===== src/design/ilp_pkg.sv =====
// shared types and constants for the intra 16x16 luma predictor
// no dependencies
`timescale 1ns / 1ps

package ilp_pkg;

  localparam int SAMPLE_BITS = 8;
  localparam int PIX_MAX     = (1 << SAMPLE_BITS) - 1;
  localparam int BLK_DIM     = 16;
  localparam int HALF_PIX    = 8;
  localparam int BEATS       = 32;
  localparam int BEAT_BITS   = $clog2(BEATS);

  typedef logic [SAMPLE_BITS-1:0] pix_t;

  typedef enum logic [1:0] {
    MODE_VERT  = 2'd0,
    MODE_HORZ  = 2'd1,
    MODE_DC    = 2'd2,
    MODE_PLANE = 2'd3
  } pred_mode_t;

  // per-block values handed from the setup pipeline to the emitter
  typedef struct packed {
    pred_mode_t           mode;
    logic                 top_avail;
    pix_t [BLK_DIM-1:0]   top;
    pix_t [BLK_DIM-1:0]   left;
    pix_t                 dc;
    logic [12:0]          a;
    logic signed [10:0]   b;
    logic signed [10:0]   c;
  } blk_params_t;

endpackage


===== src/design/ilp_if.sv =====
// valid/ready channels for neighbour items and predicted half-rows
// no dependencies
`timescale 1ns / 1ps

interface ilp_in_if;
  logic        valid;
  logic        ready;
  logic [31:0] top_px_0_3;
  logic [31:0] top_px_4_7;
  logic [31:0] top_px_8_11;
  logic [31:0] top_px_12_15;
  logic [31:0] left_px_0_3;
  logic [31:0] left_px_4_7;
  logic [31:0] left_px_8_11;
  logic [31:0] left_px_12_15;
  logic [7:0]  corner_px;
  logic [1:0]  pred_mode;
  logic        top_avail;
  logic        left_avail;

  modport source (
    output valid, top_px_0_3, top_px_4_7, top_px_8_11, top_px_12_15,
           left_px_0_3, left_px_4_7, left_px_8_11, left_px_12_15,
           corner_px, pred_mode, top_avail, left_avail,
    input  ready
  );

  modport sink (
    input  valid, top_px_0_3, top_px_4_7, top_px_8_11, top_px_12_15,
           left_px_0_3, left_px_4_7, left_px_8_11, left_px_12_15,
           corner_px, pred_mode, top_avail, left_avail,
    output ready
  );
endinterface

interface ilp_out_if;
  logic        valid;
  logic        ready;
  logic [3:0]  row_index;
  logic        half_index;
  logic [31:0] pixels_first4;
  logic [31:0] pixels_last4;
  logic        block_last;

  modport source (
    output valid, row_index, half_index, pixels_first4, pixels_last4, block_last,
    input  ready
  );

  modport sink (
    input  valid, row_index, half_index, pixels_first4, pixels_last4, block_last,
    output ready
  );
endinterface


===== src/design/ilp_setup.sv =====
// four-stage pipeline from neighbour beat to per-block prediction values
// depends on ilp_pkg and ilp_in_if
`timescale 1ns / 1ps

module ilp_setup (
  input  logic                clk,
  input  logic                rst_n,
  ilp_in_if.sink              in_ch,
  output logic                prm_valid,
  input  logic                prm_ready,
  output ilp_pkg::blk_params_t prm_data
);
  import ilp_pkg::*;

  // stage valids and readies
  logic s1_v_r, s2_v_r, s3_v_r, s4_v_r;
  logic s1_rdy, s2_rdy, s3_rdy, s4_rdy;

  assign s4_rdy = !s4_v_r || prm_ready;
  assign s3_rdy = !s3_v_r || s4_rdy;
  assign s2_rdy = !s2_v_r || s3_rdy;
  assign s1_rdy = !s1_v_r || s2_rdy;
  assign in_ch.ready = s1_rdy;

  always_ff @(posedge clk) begin
    if (!rst_n) begin
      s1_v_r <= 1'b0;
      s2_v_r <= 1'b0;
      s3_v_r <= 1'b0;
      s4_v_r <= 1'b0;
    end else begin
      if (s1_rdy) s1_v_r <= in_ch.valid;
      if (s2_rdy) s2_v_r <= s1_v_r;
      if (s3_rdy) s3_v_r <= s2_v_r;
      if (s4_rdy) s4_v_r <= s3_v_r;
    end
  end

  // stage 1: unpack, mask missing left column
  logic [16*SAMPLE_BITS-1:0] top_bits, left_bits;
  pix_t [BLK_DIM-1:0] top1_r, left1_r;
  pix_t               corner1_r;
  pred_mode_t         mode1_r;
  logic               tav1_r, lav1_r;

  assign top_bits  = {in_ch.top_px_12_15, in_ch.top_px_8_11,
                      in_ch.top_px_4_7, in_ch.top_px_0_3};
  assign left_bits = {in_ch.left_px_12_15, in_ch.left_px_8_11,
                      in_ch.left_px_4_7, in_ch.left_px_0_3};

  always_ff @(posedge clk) begin
    if (s1_rdy) begin
      for (int k = 0; k < BLK_DIM; k++) begin
        top1_r[k]  <= top_bits[k*SAMPLE_BITS +: SAMPLE_BITS];
        left1_r[k] <= in_ch.left_avail ? left_bits[k*SAMPLE_BITS +: SAMPLE_BITS] : '0;
      end
      corner1_r <= in_ch.corner_px;
      mode1_r   <= pred_mode_t'(in_ch.pred_mode);
      tav1_r    <= in_ch.top_avail;
      lav1_r    <= in_ch.left_avail;
    end
  end

  // stage 2: edge sums and weighted gradient terms
  logic [11:0]        st_nxt, sl_nxt;
  logic signed [8:0]  dh, dv;
  logic signed [12:0] wh_nxt [8];
  logic signed [12:0] wv_nxt [8];

  always_comb begin
    st_nxt = '0;
    sl_nxt = '0;
    for (int k = 0; k < BLK_DIM; k++) begin
      st_nxt = st_nxt + 12'(top1_r[k]);
      sl_nxt = sl_nxt + 12'(left1_r[k]);
    end
    for (int k = 0; k < 7; k++) begin
      dh = signed'({1'b0, top1_r[8+k]}) - signed'({1'b0, top1_r[6-k]});
      dv = signed'({1'b0, left1_r[8+k]}) - signed'({1'b0, left1_r[6-k]});
      wh_nxt[k] = dh * signed'(13'(k + 1));
      wv_nxt[k] = dv * signed'(13'(k + 1));
    end
    dh = signed'({1'b0, top1_r[15]}) - signed'({1'b0, corner1_r});
    dv = signed'({1'b0, left1_r[15]}) - signed'({1'b0, corner1_r});
    wh_nxt[7] = dh * 13'sd8;
    wv_nxt[7] = dv * 13'sd8;
  end

  logic [11:0]        st2_r, sl2_r;
  logic signed [12:0] wh2_r [8];
  logic signed [12:0] wv2_r [8];
  pix_t [BLK_DIM-1:0] top2_r, left2_r;
  pred_mode_t         mode2_r;
  logic               tav2_r, lav2_r;

  always_ff @(posedge clk) begin
    if (s2_rdy) begin
      st2_r   <= st_nxt;
      sl2_r   <= sl_nxt;
      wh2_r   <= wh_nxt;
      wv2_r   <= wv_nxt;
      top2_r  <= top1_r;
      left2_r <= left1_r;
      mode2_r <= mode1_r;
      tav2_r  <= tav1_r;
      lav2_r  <= lav1_r;
    end
  end

  // stage 3: gradients, dc value, plane offset
  logic signed [14:0] h_nxt, v_nxt;
  logic [12:0]        dsum;
  pix_t               dc_nxt;
  logic [12:0]        a_nxt;

  always_comb begin
    h_nxt = '0;
    v_nxt = '0;
    for (int k = 0; k < 8; k++) begin
      h_nxt = h_nxt + 15'(wh2_r[k]);
      v_nxt = v_nxt + 15'(wv2_r[k]);
    end
    dsum = '0;
    if (tav2_r && lav2_r) begin
      dsum   = 13'(st2_r) + 13'(sl2_r) + 13'd16;
      dc_nxt = dsum[12:5];
    end else if (tav2_r) begin
      dsum   = 13'(st2_r) + 13'd8;
      dc_nxt = dsum[11:4];
    end else if (lav2_r) begin
      dsum   = 13'(sl2_r) + 13'd8;
      dc_nxt = dsum[11:4];
    end else begin
      dc_nxt = pix_t'(1 << (SAMPLE_BITS - 1));
    end
    a_nxt = {(9'(left2_r[15]) + 9'(top2_r[15])), 4'b0000};
  end

  logic signed [14:0] h3_r, v3_r;
  pix_t               dc3_r;
  logic [12:0]        a3_r;
  pix_t [BLK_DIM-1:0] top3_r, left3_r;
  pred_mode_t         mode3_r;
  logic               tav3_r;

  always_ff @(posedge clk) begin
    if (s3_rdy) begin
      h3_r    <= h_nxt;
      v3_r    <= v_nxt;
      dc3_r   <= dc_nxt;
      a3_r    <= a_nxt;
      top3_r  <= top2_r;
      left3_r <= left2_r;
      mode3_r <= mode2_r;
      tav3_r  <= tav2_r;
    end
  end

  // stage 4: plane slopes (5*g + 32) >> 6, floor
  logic signed [17:0] hb, vc;
  blk_params_t        prm_r;

  always_comb begin
    hb = (18'(h3_r) <<< 2) + 18'(h3_r) + 18'sd32;
    vc = (18'(v3_r) <<< 2) + 18'(v3_r) + 18'sd32;
  end

  always_ff @(posedge clk) begin
    if (s4_rdy) begin
      prm_r.mode      <= mode3_r;
      prm_r.top_avail <= tav3_r;
      prm_r.top       <= top3_r;
      prm_r.left      <= left3_r;
      prm_r.dc        <= dc3_r;
      prm_r.a         <= a3_r;
      prm_r.b         <= 11'(hb >>> 6);
      prm_r.c         <= 11'(vc >>> 6);
    end
  end

  assign prm_valid = s4_v_r;
  assign prm_data  = prm_r;

endmodule


===== src/design/ilp_emit.sv =====
// block holding register, half-row sequencer and output register
// depends on ilp_pkg and ilp_out_if
`timescale 1ns / 1ps

module ilp_emit (
  input  logic                 clk,
  input  logic                 rst_n,
  input  logic                 prm_valid,
  output logic                 prm_ready,
  input  ilp_pkg::blk_params_t prm_data,
  ilp_out_if.source            out_ch
);
  import ilp_pkg::*;

  blk_params_t          p_r;
  logic                 p_v_r;
  logic [BEAT_BITS-1:0] cnt_r;
  logic                 g1_v_r, o_v_r;
  logic                 g1_rdy, o_rdy;
  logic                 issue, issue_last;

  assign o_rdy      = !o_v_r || out_ch.ready;
  assign g1_rdy     = !g1_v_r || o_rdy;
  assign issue      = p_v_r && g1_rdy;
  assign issue_last = issue && (&cnt_r);
  assign prm_ready  = !p_v_r || issue_last;

  always_ff @(posedge clk) begin
    if (!rst_n) begin
      p_v_r  <= 1'b0;
      cnt_r  <= '0;
      g1_v_r <= 1'b0;
      o_v_r  <= 1'b0;
    end else begin
      if (prm_ready) p_v_r <= prm_valid;
      if (issue) cnt_r <= cnt_r + 1'b1;
      if (g1_rdy) g1_v_r <= issue;
      if (o_rdy) o_v_r <= g1_v_r;
    end
  end

  always_ff @(posedge clk) begin
    if (prm_ready && prm_valid) p_r <= prm_data;
  end

  // half-row setup: plane start value at the first column of the half-row
  logic [3:0]         row;
  logic               half;
  logic signed [4:0]  ym7;
  logic signed [16:0] cy, bx, p0_nxt;
  pix_t [HALF_PIX-1:0] toph_nxt;

  assign row  = cnt_r[BEAT_BITS-1:1];
  assign half = cnt_r[0];

  always_comb begin
    ym7    = signed'({1'b0, row}) - 5'sd7;
    cy     = 17'(p_r.c) * 17'(ym7);
    bx     = half ? 17'(p_r.b) : 17'(p_r.b) * -17'sd7;
    p0_nxt = signed'(17'(p_r.a)) + 17'sd16 + cy + bx;
    for (int i = 0; i < HALF_PIX; i++) begin
      toph_nxt[i] = p_r.top_avail ? p_r.top[HALF_PIX*half + i] : '0;
    end
  end

  logic [3:0]          g1_row_r;
  logic                g1_half_r, g1_last_r;
  pred_mode_t          g1_mode_r;
  logic signed [16:0]  g1_p0_r;
  logic signed [10:0]  g1_b_r;
  pix_t [HALF_PIX-1:0] g1_top_r;
  pix_t                g1_left_r, g1_dc_r;

  always_ff @(posedge clk) begin
    if (g1_rdy) begin
      g1_row_r  <= row;
      g1_half_r <= half;
      g1_last_r <= &cnt_r;
      g1_mode_r <= p_r.mode;
      g1_p0_r   <= p0_nxt;
      g1_b_r    <= p_r.b;
      g1_top_r  <= toph_nxt;
      g1_left_r <= p_r.left[row];
      g1_dc_r   <= p_r.dc;
    end
  end

  // pixel generation and clipping
  logic signed [16:0]  pv, ps;
  pix_t [HALF_PIX-1:0] pix_nxt;

  always_comb begin
    for (int i = 0; i < HALF_PIX; i++) begin
      pv = g1_p0_r + 17'(g1_b_r) * signed'(17'(i));
      ps = pv >>> 5;
      case (g1_mode_r)
        MODE_VERT:  pix_nxt[i] = g1_top_r[i];
        MODE_HORZ:  pix_nxt[i] = g1_left_r;
        MODE_DC:    pix_nxt[i] = g1_dc_r;
        MODE_PLANE: begin
          if (ps < 0) pix_nxt[i] = '0;
          else if (ps > 17'sd255) pix_nxt[i] = pix_t'(PIX_MAX);
          else pix_nxt[i] = ps[SAMPLE_BITS-1:0];
        end
        default:    pix_nxt[i] = '0;
      endcase
    end
  end

  logic [3:0]          o_row_r;
  logic                o_half_r, o_last_r;
  pix_t [HALF_PIX-1:0] o_pix_r;

  always_ff @(posedge clk) begin
    if (o_rdy) begin
      o_row_r  <= g1_row_r;
      o_half_r <= g1_half_r;
      o_last_r <= g1_last_r;
      o_pix_r  <= pix_nxt;
    end
  end

  assign out_ch.valid         = o_v_r;
  assign out_ch.row_index     = o_row_r;
  assign out_ch.half_index    = o_half_r;
  assign out_ch.pixels_first4 = o_pix_r[3:0];
  assign out_ch.pixels_last4  = o_pix_r[7:4];
  assign out_ch.block_last    = o_last_r;

endmodule


===== src/design/intra_16x16_luma_predictor_unit.sv =====
// top level of the intra 16x16 luma predictor
// depends on ilp_pkg, ilp_if, ilp_setup and ilp_emit
`timescale 1ns / 1ps

// Usage:
// in_ch takes one beat per 16x16 block: top and left neighbours, corner,
// mode and the two availability flags. out_ch returns 32 beats per block,
// one half-row of eight pixels each, row by row, left half first;
// block_last marks the 32nd beat.
// Path: the first half-row of a block passes through the four setup
// stages, the block holding register, one half-row setup stage, then
// the output register.
// Throughput: one half-row per cycle while out_ch.ready stays high; the
// emitter reads one held block through a 5-bit half-row counter.
// Up to four further blocks queue in the setup stages while a block is
// being emitted; once they are full in_ch.ready stays low until the held
// block issues its last half-row.
// Reset (rst_n low, synchronous) empties all stages and clears the counter.
// When out_ch.ready is low the output register holds its beat and each full
// stage behind it holds its contents, so nothing is dropped or repeated.

module intra_16x16_luma_predictor_unit (
  input  logic       clk,
  input  logic       rst_n,
  ilp_in_if.sink     in_ch,
  ilp_out_if.source  out_ch
);
  import ilp_pkg::*;

  logic        prm_valid;
  logic        prm_ready;
  blk_params_t prm_data;

  ilp_setup u_setup (
    .clk       (clk),
    .rst_n     (rst_n),
    .in_ch     (in_ch),
    .prm_valid (prm_valid),
    .prm_ready (prm_ready),
    .prm_data  (prm_data)
  );

  ilp_emit u_emit (
    .clk       (clk),
    .rst_n     (rst_n),
    .prm_valid (prm_valid),
    .prm_ready (prm_ready),
    .prm_data  (prm_data),
    .out_ch    (out_ch)
  );

endmodule


===== src/flat_wrapper.sv =====
// flat-port wrapper written by rule: the top's interface ports become plain ports
module intra_16x16_luma_predictor_unit_flat import ilp_pkg::*;
  (clk, rst_n, in_ch_valid, in_ch_top_px_0_3, in_ch_top_px_4_7, in_ch_top_px_8_11, in_ch_top_px_12_15, in_ch_left_px_0_3, in_ch_left_px_4_7, in_ch_left_px_8_11, in_ch_left_px_12_15, in_ch_corner_px, in_ch_pred_mode, in_ch_top_avail, in_ch_left_avail, in_ch_ready, out_ch_valid, out_ch_row_index, out_ch_half_index, out_ch_pixels_first4, out_ch_pixels_last4, out_ch_block_last, out_ch_ready);
  ilp_in_if in_ch_i ();
  ilp_out_if out_ch_i ();
  input  logic clk;
  input  logic rst_n;
  input wire logic [$bits(in_ch_i.valid)-1:0] in_ch_valid;
  input wire logic [$bits(in_ch_i.top_px_0_3)-1:0] in_ch_top_px_0_3;
  input wire logic [$bits(in_ch_i.top_px_4_7)-1:0] in_ch_top_px_4_7;
  input wire logic [$bits(in_ch_i.top_px_8_11)-1:0] in_ch_top_px_8_11;
  input wire logic [$bits(in_ch_i.top_px_12_15)-1:0] in_ch_top_px_12_15;
  input wire logic [$bits(in_ch_i.left_px_0_3)-1:0] in_ch_left_px_0_3;
  input wire logic [$bits(in_ch_i.left_px_4_7)-1:0] in_ch_left_px_4_7;
  input wire logic [$bits(in_ch_i.left_px_8_11)-1:0] in_ch_left_px_8_11;
  input wire logic [$bits(in_ch_i.left_px_12_15)-1:0] in_ch_left_px_12_15;
  input wire logic [$bits(in_ch_i.corner_px)-1:0] in_ch_corner_px;
  input wire logic [$bits(in_ch_i.pred_mode)-1:0] in_ch_pred_mode;
  input wire logic [$bits(in_ch_i.top_avail)-1:0] in_ch_top_avail;
  input wire logic [$bits(in_ch_i.left_avail)-1:0] in_ch_left_avail;
  output wire logic [$bits(in_ch_i.ready)-1:0] in_ch_ready;
  output wire logic [$bits(out_ch_i.valid)-1:0] out_ch_valid;
  output wire logic [$bits(out_ch_i.row_index)-1:0] out_ch_row_index;
  output wire logic [$bits(out_ch_i.half_index)-1:0] out_ch_half_index;
  output wire logic [$bits(out_ch_i.pixels_first4)-1:0] out_ch_pixels_first4;
  output wire logic [$bits(out_ch_i.pixels_last4)-1:0] out_ch_pixels_last4;
  output wire logic [$bits(out_ch_i.block_last)-1:0] out_ch_block_last;
  input wire logic [$bits(out_ch_i.ready)-1:0] out_ch_ready;
  assign in_ch_i.valid = in_ch_valid;
  assign in_ch_i.top_px_0_3 = in_ch_top_px_0_3;
  assign in_ch_i.top_px_4_7 = in_ch_top_px_4_7;
  assign in_ch_i.top_px_8_11 = in_ch_top_px_8_11;
  assign in_ch_i.top_px_12_15 = in_ch_top_px_12_15;
  assign in_ch_i.left_px_0_3 = in_ch_left_px_0_3;
  assign in_ch_i.left_px_4_7 = in_ch_left_px_4_7;
  assign in_ch_i.left_px_8_11 = in_ch_left_px_8_11;
  assign in_ch_i.left_px_12_15 = in_ch_left_px_12_15;
  assign in_ch_i.corner_px = in_ch_corner_px;
  assign in_ch_i.pred_mode = in_ch_pred_mode;
  assign in_ch_i.top_avail = in_ch_top_avail;
  assign in_ch_i.left_avail = in_ch_left_avail;
  assign in_ch_ready = in_ch_i.ready;
  assign out_ch_valid = out_ch_i.valid;
  assign out_ch_row_index = out_ch_i.row_index;
  assign out_ch_half_index = out_ch_i.half_index;
  assign out_ch_pixels_first4 = out_ch_i.pixels_first4;
  assign out_ch_pixels_last4 = out_ch_i.pixels_last4;
  assign out_ch_block_last = out_ch_i.block_last;
  assign out_ch_i.ready = out_ch_ready;
  intra_16x16_luma_predictor_unit u_core (.clk(clk), .rst_n(rst_n), .in_ch(in_ch_i), .out_ch(out_ch_i));
endmodule

===== config.mk =====
export PLATFORM = sky130hd
export DESIGN_NAME = intra_16x16_luma_predictor_unit_flat
export DESIGN_NICKNAME = d
export VERILOG_FILES = /design/src/design/ilp_pkg.sv /design/src/design/ilp_if.sv /design/src/design/ilp_setup.sv /design/src/design/ilp_emit.sv /design/src/design/intra_16x16_luma_predictor_unit.sv /design/src/flat_wrapper.sv
export SDC_FILE = /design/constraint.sdc
export NUM_CORES = 2
export LEC_CHECK = 0
export ABC_AREA = 1
export BUFFER_PORTS_ARGS = -buffer_cell sky130_fd_sc_hd__clkbuf_2
export CAP_MARGIN = 10
export CORE_MARGIN = 2
export CORE_UTILIZATION = 40
export CTS_CLUSTER_SIZE = 14
export DETAILED_ROUTE_END_ITERATION = 6
export PLACE_DENSITY = 0.64
export SYNTH_ARGS = -nofsm -noshare
export SYNTH_HDL_FRONTEND = slang
export SYNTH_SLANG_ARGS = --single-unit

===== constraint.sdc =====
create_clock -name clk -period 43.9 [get_ports clk]
set_input_delay 8.78 -clock clk [delete_from_list [all_inputs] [get_ports clk]]
set_output_delay 8.78 -clock clk [all_outputs]
set_load 0.005 [all_outputs]

### Yosys cells after proc, flatten, opt, wreduce, memory -nomap -nowiden

Cells that the tools add are included.

| word-level totals | value |
|---|---|
| bits in latches | 0 |
| memory bits (writable) | 0 |
| ROM bits | 0 |
| output and inout port bits | 72 |
| logic and storage cells | 434 |
| input bits | 272 |
| register bits | 1824 |
| memories | 0 |

| operators by class | value |
|---|---|
| shift operators | 0 |
| multipliers | 14 |
| magnitude comparators | 25 |
| reduce and logical (&&, ||, !) cells | 20 |
| equal/unequal tests | 3 |
| bitwise operators | 0 |
| add/subtract/negate cells | 88 |
| mux-type cells | 46 |
| divide/modulo/power cells | 0 |

Operators by type and width:

| cell | count |
|---|---|
| 12-bit by 8-bit adder with 12-bit output | 22 |
| 8-bit binary-select mux with 4-bit select | 8 |
| 8-bit one-hot mux with 4 select lines | 8 |
| 8-bit two-way mux | 29 |
| 8-bit by 8-bit subtractor with 9-bit output | 16 |
| 12-bit by 9-bit greater-than comparator with 1-bit output, second input constant | 8 |
| 12-bit by 1-bit less-than comparator with 1-bit output, second input constant | 8 |
| 17-bit by 15-bit adder with 17-bit output | 5 |
| 15-bit by 13-bit adder with 15-bit output | 4 |
| 9-bit by 4-bit multiplier with 13-bit output, second input constant | 4 |
| 9-bit by 3-bit multiplier with 12-bit output, second input constant | 4 |
| 11-bit by 4-bit multiplier with 15-bit output, second input constant | 3 |
| 5-bit less-than comparator, second input constant | 7 |
| 17-bit by 7-bit adder with 17-bit output, second input constant | 2 |
| 14-bit by 13-bit adder with 15-bit output | 2 |
| 15-bit by 12-bit adder with 15-bit output | 2 |
| 13-bit by 11-bit adder with 14-bit output | 2 |
| 11-bit by 3-bit multiplier with 14-bit output, second input constant | 2 |
| 8-bit by 8-bit adder with 9-bit output | 3 |
| 11-bit by 12-bit adder with 13-bit output | 2 |
| 11-bit by 8-bit adder with 12-bit output | 2 |
| 12-bit by 4-bit adder with 12-bit output, second input constant | 2 |
| 10-bit by 8-bit adder with 11-bit output | 2 |
| 9-bit by 10-bit adder with 11-bit output | 2 |
| 25 further kinds | 47 |

### Longest topological paths before layout

| depth | value |
|---|---|
| depth after elaboration | 15 |
| gate-level depth with buffers | 26 |
| gate-level depth less buffers | 26 |

### Hierarchy

A second synthesis with hierarchy kept.

| unflattened totals | value |
|---|---|
| cells, all modules | 7365 |
| area total of the unflattened synthesis | 92971.7 um^2 |

Modules (own cells, without submodules):

| module | seq. area each (um^2) | instances | area each (um^2) | cells an instance |
|---|---|---|---|---|
| ilp_setup | 39958.3 | 1 | 63991.4 | 4444 |
| ilp_emit | 14814.2 | 1 | 28980.3 | 2921 |

### Least setup slack after synthesis

OpenSTA, ideal clock, no wires.

| timing path | value |
|---|---|
| path type | input to output |
| from | input out_ch_ready |
| to | output in_ch_ready |
| arrival | 30.264 ns |
| data required time | 35.120 ns |
| stages on the path | 10 |
| path buffers | 0 |
| path slack | 4.856 ns |
| cells stage by stage | inv_1 > nand3_1 > a21oi_1 > inv_1 > nor2_1 > inv_1 > nor2_1 > inv_1 > nor2_1 > nand2_1 |

| on the way | value |
|---|---|
| longest elaborated chain between the ends | 9 |

RTL lines:

| what | RTL line | source |
|---|---|---|
| start, declared | flat_wrapper.sv:28 | `input wire logic [$bits(out_ch_i.ready)-1:0] out_ch_ready;` |
| 1-bit logical OR | ilp_emit.sv:22 | `assign o_rdy = !o_v_r \|\| out_ch.ready;` |
| 1-bit logical OR | ilp_emit.sv:23 | `assign g1_rdy = !g1_v_r \|\| o_rdy;` |
| 1-bit logical AND | ilp_emit.sv:24 | `assign issue = p_v_r && g1_rdy;` |
| 1-bit logical AND | ilp_emit.sv:25 | `assign issue_last = issue && (&cnt_r);` |
| 1-bit logical OR | ilp_emit.sv:26 | `assign prm_ready = !p_v_r \|\| issue_last;` |
| 1-bit logical OR | ilp_setup.sv:19 | `assign s4_rdy = !s4_v_r \|\| prm_ready;` |
| via u_core.u_setup.s4_rdy | ilp_setup.sv:17 | `logic s1_rdy, s2_rdy, s3_rdy, s4_rdy;` |
| 1-bit logical OR | ilp_setup.sv:20 | `assign s3_rdy = !s3_v_r \|\| s4_rdy;` |
| via u_core.u_setup.s3_rdy | ilp_setup.sv:17 |  |
| 1-bit logical OR | ilp_setup.sv:21 | `assign s2_rdy = !s2_v_r \|\| s3_rdy;` |
| 1-bit logical OR | ilp_setup.sv:22 | `assign s1_rdy = !s1_v_r \|\| s2_rdy;` |
| end, declared | flat_wrapper.sv:21 | `output wire logic [$bits(in_ch_i.ready)-1:0] in_ch_ready;` |

The timed path passes the listed nets, and every way through them passes these cells.

### Final worst setup path

Ends and elaborated chain as after synthesis.

==> results.md <==
- Critical Path RT: roughly 35 ns
- Adder-cell share of the synthesized area: 0.192
- Die area: roughly 0.23 mm2
- Hold buffer count at cts: 0
- Die Span X: just under 500 um
- Mapped Nets: 8487
- Initial DRC count: approximately 4800
- Slew HR: 0.216
- CP Capture Type: output port
- FMAX: ~0.046 GHz
- Grt met3 use: 0.0255
- Max-slew violations: 0
- CTS Buf Count: ~190
- Main combinational cell family by area after synthesis: adder cells
- Post-synth ARST share: 0
- Avg WL per Cell: ~22 um
- Unique cell type count in the Yosys netlist: 52
- Crit-path max FO: between 100 and 150
- # DRC: 0
- Syn Area/Cell: between 10 and 15 um2
- Layout cells sized above 1: 0.0936
- Met2 usage: 0.319
- Number of synthesized flops with an enable pin: 1812
- CP arrival: roughly 13 ns
- GRT overflow: 0
- Worst Setup Start Kind: input port
- Final WS setup: between 20 and 25 ns
- Most frequent cells after synthesis: edfxtp_1 (1812), inv_1 (1312), nand2_1 (990)
- Antenna violations before repair: 27
- Setup TNS: 0 ns
- CTS Buffer Depth: 3
- Clk_skew: approximately 0.057 ns
- Most common cell in the synthesized netlist: edfxtp_1
- Final antenna-violating net count: 0
- FILL cells: 20109
- Nets@finish: approximately 9000
- Yosys top cell area share: 0.594
- RSZ-0062 raised after global routing: false
- Vias: around 53000
- GRT Total Usage: 0.199
- Final wirelength: 232 mm
- CTS sink cnt: around 1800
- Synth Flop Type: edfxtp_1
- Initial core utilization: 0.402
- Crit Path Class: input port to output port
- Area leader, netlist: edfxtp_1
- Yosys reg bits: 1824
- Number of max-cap violations: 0
- Core area: roughly 0.23 mm2
- Final cell area excluding filler cells: 0.103 mm2
- Syn Inst Count: a little over 7000
- Final HPWL DP: between 150 and 200 mm
- Reg clk slew, reported paths: around 0.06 ns
- DP Worst Slack: between 20 and 25 ns
- Mux cell area share after synthesis: 0
- CTS root buffer: clkbuf_16
- Die H: between 400 and 500 um
- IO Port Bufs: ~340
- Post-synthesis sequential area ratio: 0.597
- Post-CTS setup buffers: 0
- Row count: roughly 180
- Clock period minus worst slack: between 20 and 25 ns
- Placed inst area: approximately 0.097 mm2
- Post-Synth XOR/XNOR Area: 0.0317
- Min-Delay Path Class: register to register
- Crit share post-route: 0.490
- Post-DR vias/cell: between 4 and 5
- First-pass GRT wire length: about 340 mm
- Outcome: complete, no violations
- Measured slew at the worst slew-check pin: ~1.2 ns
- Final setup fails: 0
- Synth Cell Area: 0.0915 mm2
- Clock Latency Late Sink: around 0.84 ns
- Area grow syn2layout: 12.7%
- DR pass1 iterations: 5
- Hold Vio Cnt, Final: 0
- I/O Pins: around 340
- Most Used Layer, Global Route: met2
- Met1 Track Usage GR: 0.285
- CTS tree: built
- H-tree depth: 4
- Synthesis Warnings: 0
- Post-Synth Simple-Gate Area: 0.0712
- Synth top area cells: edfxtp_1 (59%), fa_1 (11%), ha_1 (8.2%)
- GP Congestion: approximately 0.95
- Compound-cell area share of the yosys netlist: 0.0509
- Fin Hold WS: approximately 0.37 ns
- Resize count post-CTS: 0
- Largest net degree at the start of global routing: roughly 180
- Vias in the first global route: about 53000
-- registers in the layout, summed over array words and instances, names as in the netlist, 86 cells and up --
signal and cells:
u_core.u_setup.left2_r 128, u_core.u_setup.wv2_r 86, u_core.u_setup.top3_r 128, u_core.u_setup.top2_r 128
u_core.u_setup.prm_data 298, u_core.u_setup.left1_r 128, u_core.u_setup.left3_r 128, u_core.u_setup.wh2_r 86
u_core.u_setup.top1_r 128, u_core.u_emit.p_r 298
-- path summary, 6_finish.rpt --
path,from,endpoint,slack [ns],cells after the start
worst max-delay path,out_ch_ready,in_ch_ready,22.37,12
worst min-delay path,u_core.u_setup.prm_data[107]$_DFFE_PP_,u_core.u_emit.p_r[107]$_DFFE_PP_,0.37,0
worst max register to register,u_core.u_emit.cnt_r[3]$_SDFFE_PN0P_,u_core.u_setup.top2_r[101]$_DFFE_PP_,35.96,14
worst min register to register,u_core.u_setup.prm_data[107]$_DFFE_PP_,u_core.u_emit.p_r[107]$_DFFE_PP_,0.37,0
-- per-stage QoR --
step                instances  utilization
CTS                     10764        0.454
detailed placement      10427        0.427
global route            10765        0.454
global placement        10427        0.427
finish                  10768        0.454
floorplan                7113            -
-- per-layer routing --
layer  up-vias  routed length (um)
met5         -                  10
met4         2                6700
met3       349               13300
met2      1609              108000
met1     26038              104000
li1      24831                   -
-- worst max-delay path: stages --
cell,delay (ns)
clkbuf_2,0.09
inv_1,0.18
nand3_4,0.59
a21oi_1,0.56
inv_1,0.15
nor2_1,0.33
inv_8,0.32
nor2_1,0.43
inv_8,0.30
nor2_1,0.59
nand2_4,0.15
clkbuf_2,0.16
-- layout make-up --
cell class / count / area [um2] / area share
clock inverter: 120 / 1270 / 0.0124
timing repair buffer: 382 / 2020 / 0.0196
inverter: 1319 / 4970 / 0.0482
tap: 3009 / 3760 / 0.0365
sequential: 1824 / 54700 / 0.530
clock buffer: 217 / 4810 / 0.0466
multi-input combinational: 3893 / 31700 / 0.307
antenna: 4 / 10.0 / 0.0000970
-- cell usage in the layout (no fill, tap or decap), types with 11 or more instances in the layout --
cell and n:
a21o_1 25, a21oi_1 426, a221oi_1 15, a31oi_1 25, buf_4 39, bufinv_16 16, clkbuf_1 29, clkbuf_16 188
clkbuf_2 342, clkinv_1 35, clkinv_2 39, edfxtp_1 1812, fa_1 502, ha_1 600, inv_1 1308, nand2_1 988
nand2_2 18, nand3_1 133, nand3b_1 12, nand4_1 16, nor2_1 386, nor3_1 28, o21ai_0 255, o21bai_1 42
o22ai_1 21, or2_2 11, xnor2_1 119, xor2_1 207
-- kinds of logic after synthesis --
group / after synthesis
buffers and inverters: 1396
and+or+nand+nor: 1617
AOI/OAI and AO/OA: 846
adders and majority gates: 1102
DFF: 1824
xor gates and xnor gates: 328
Power is left out: the tool's default activity adds up to more than one toggle a clock period on the data nets, which glitch-free logic cannot reach.
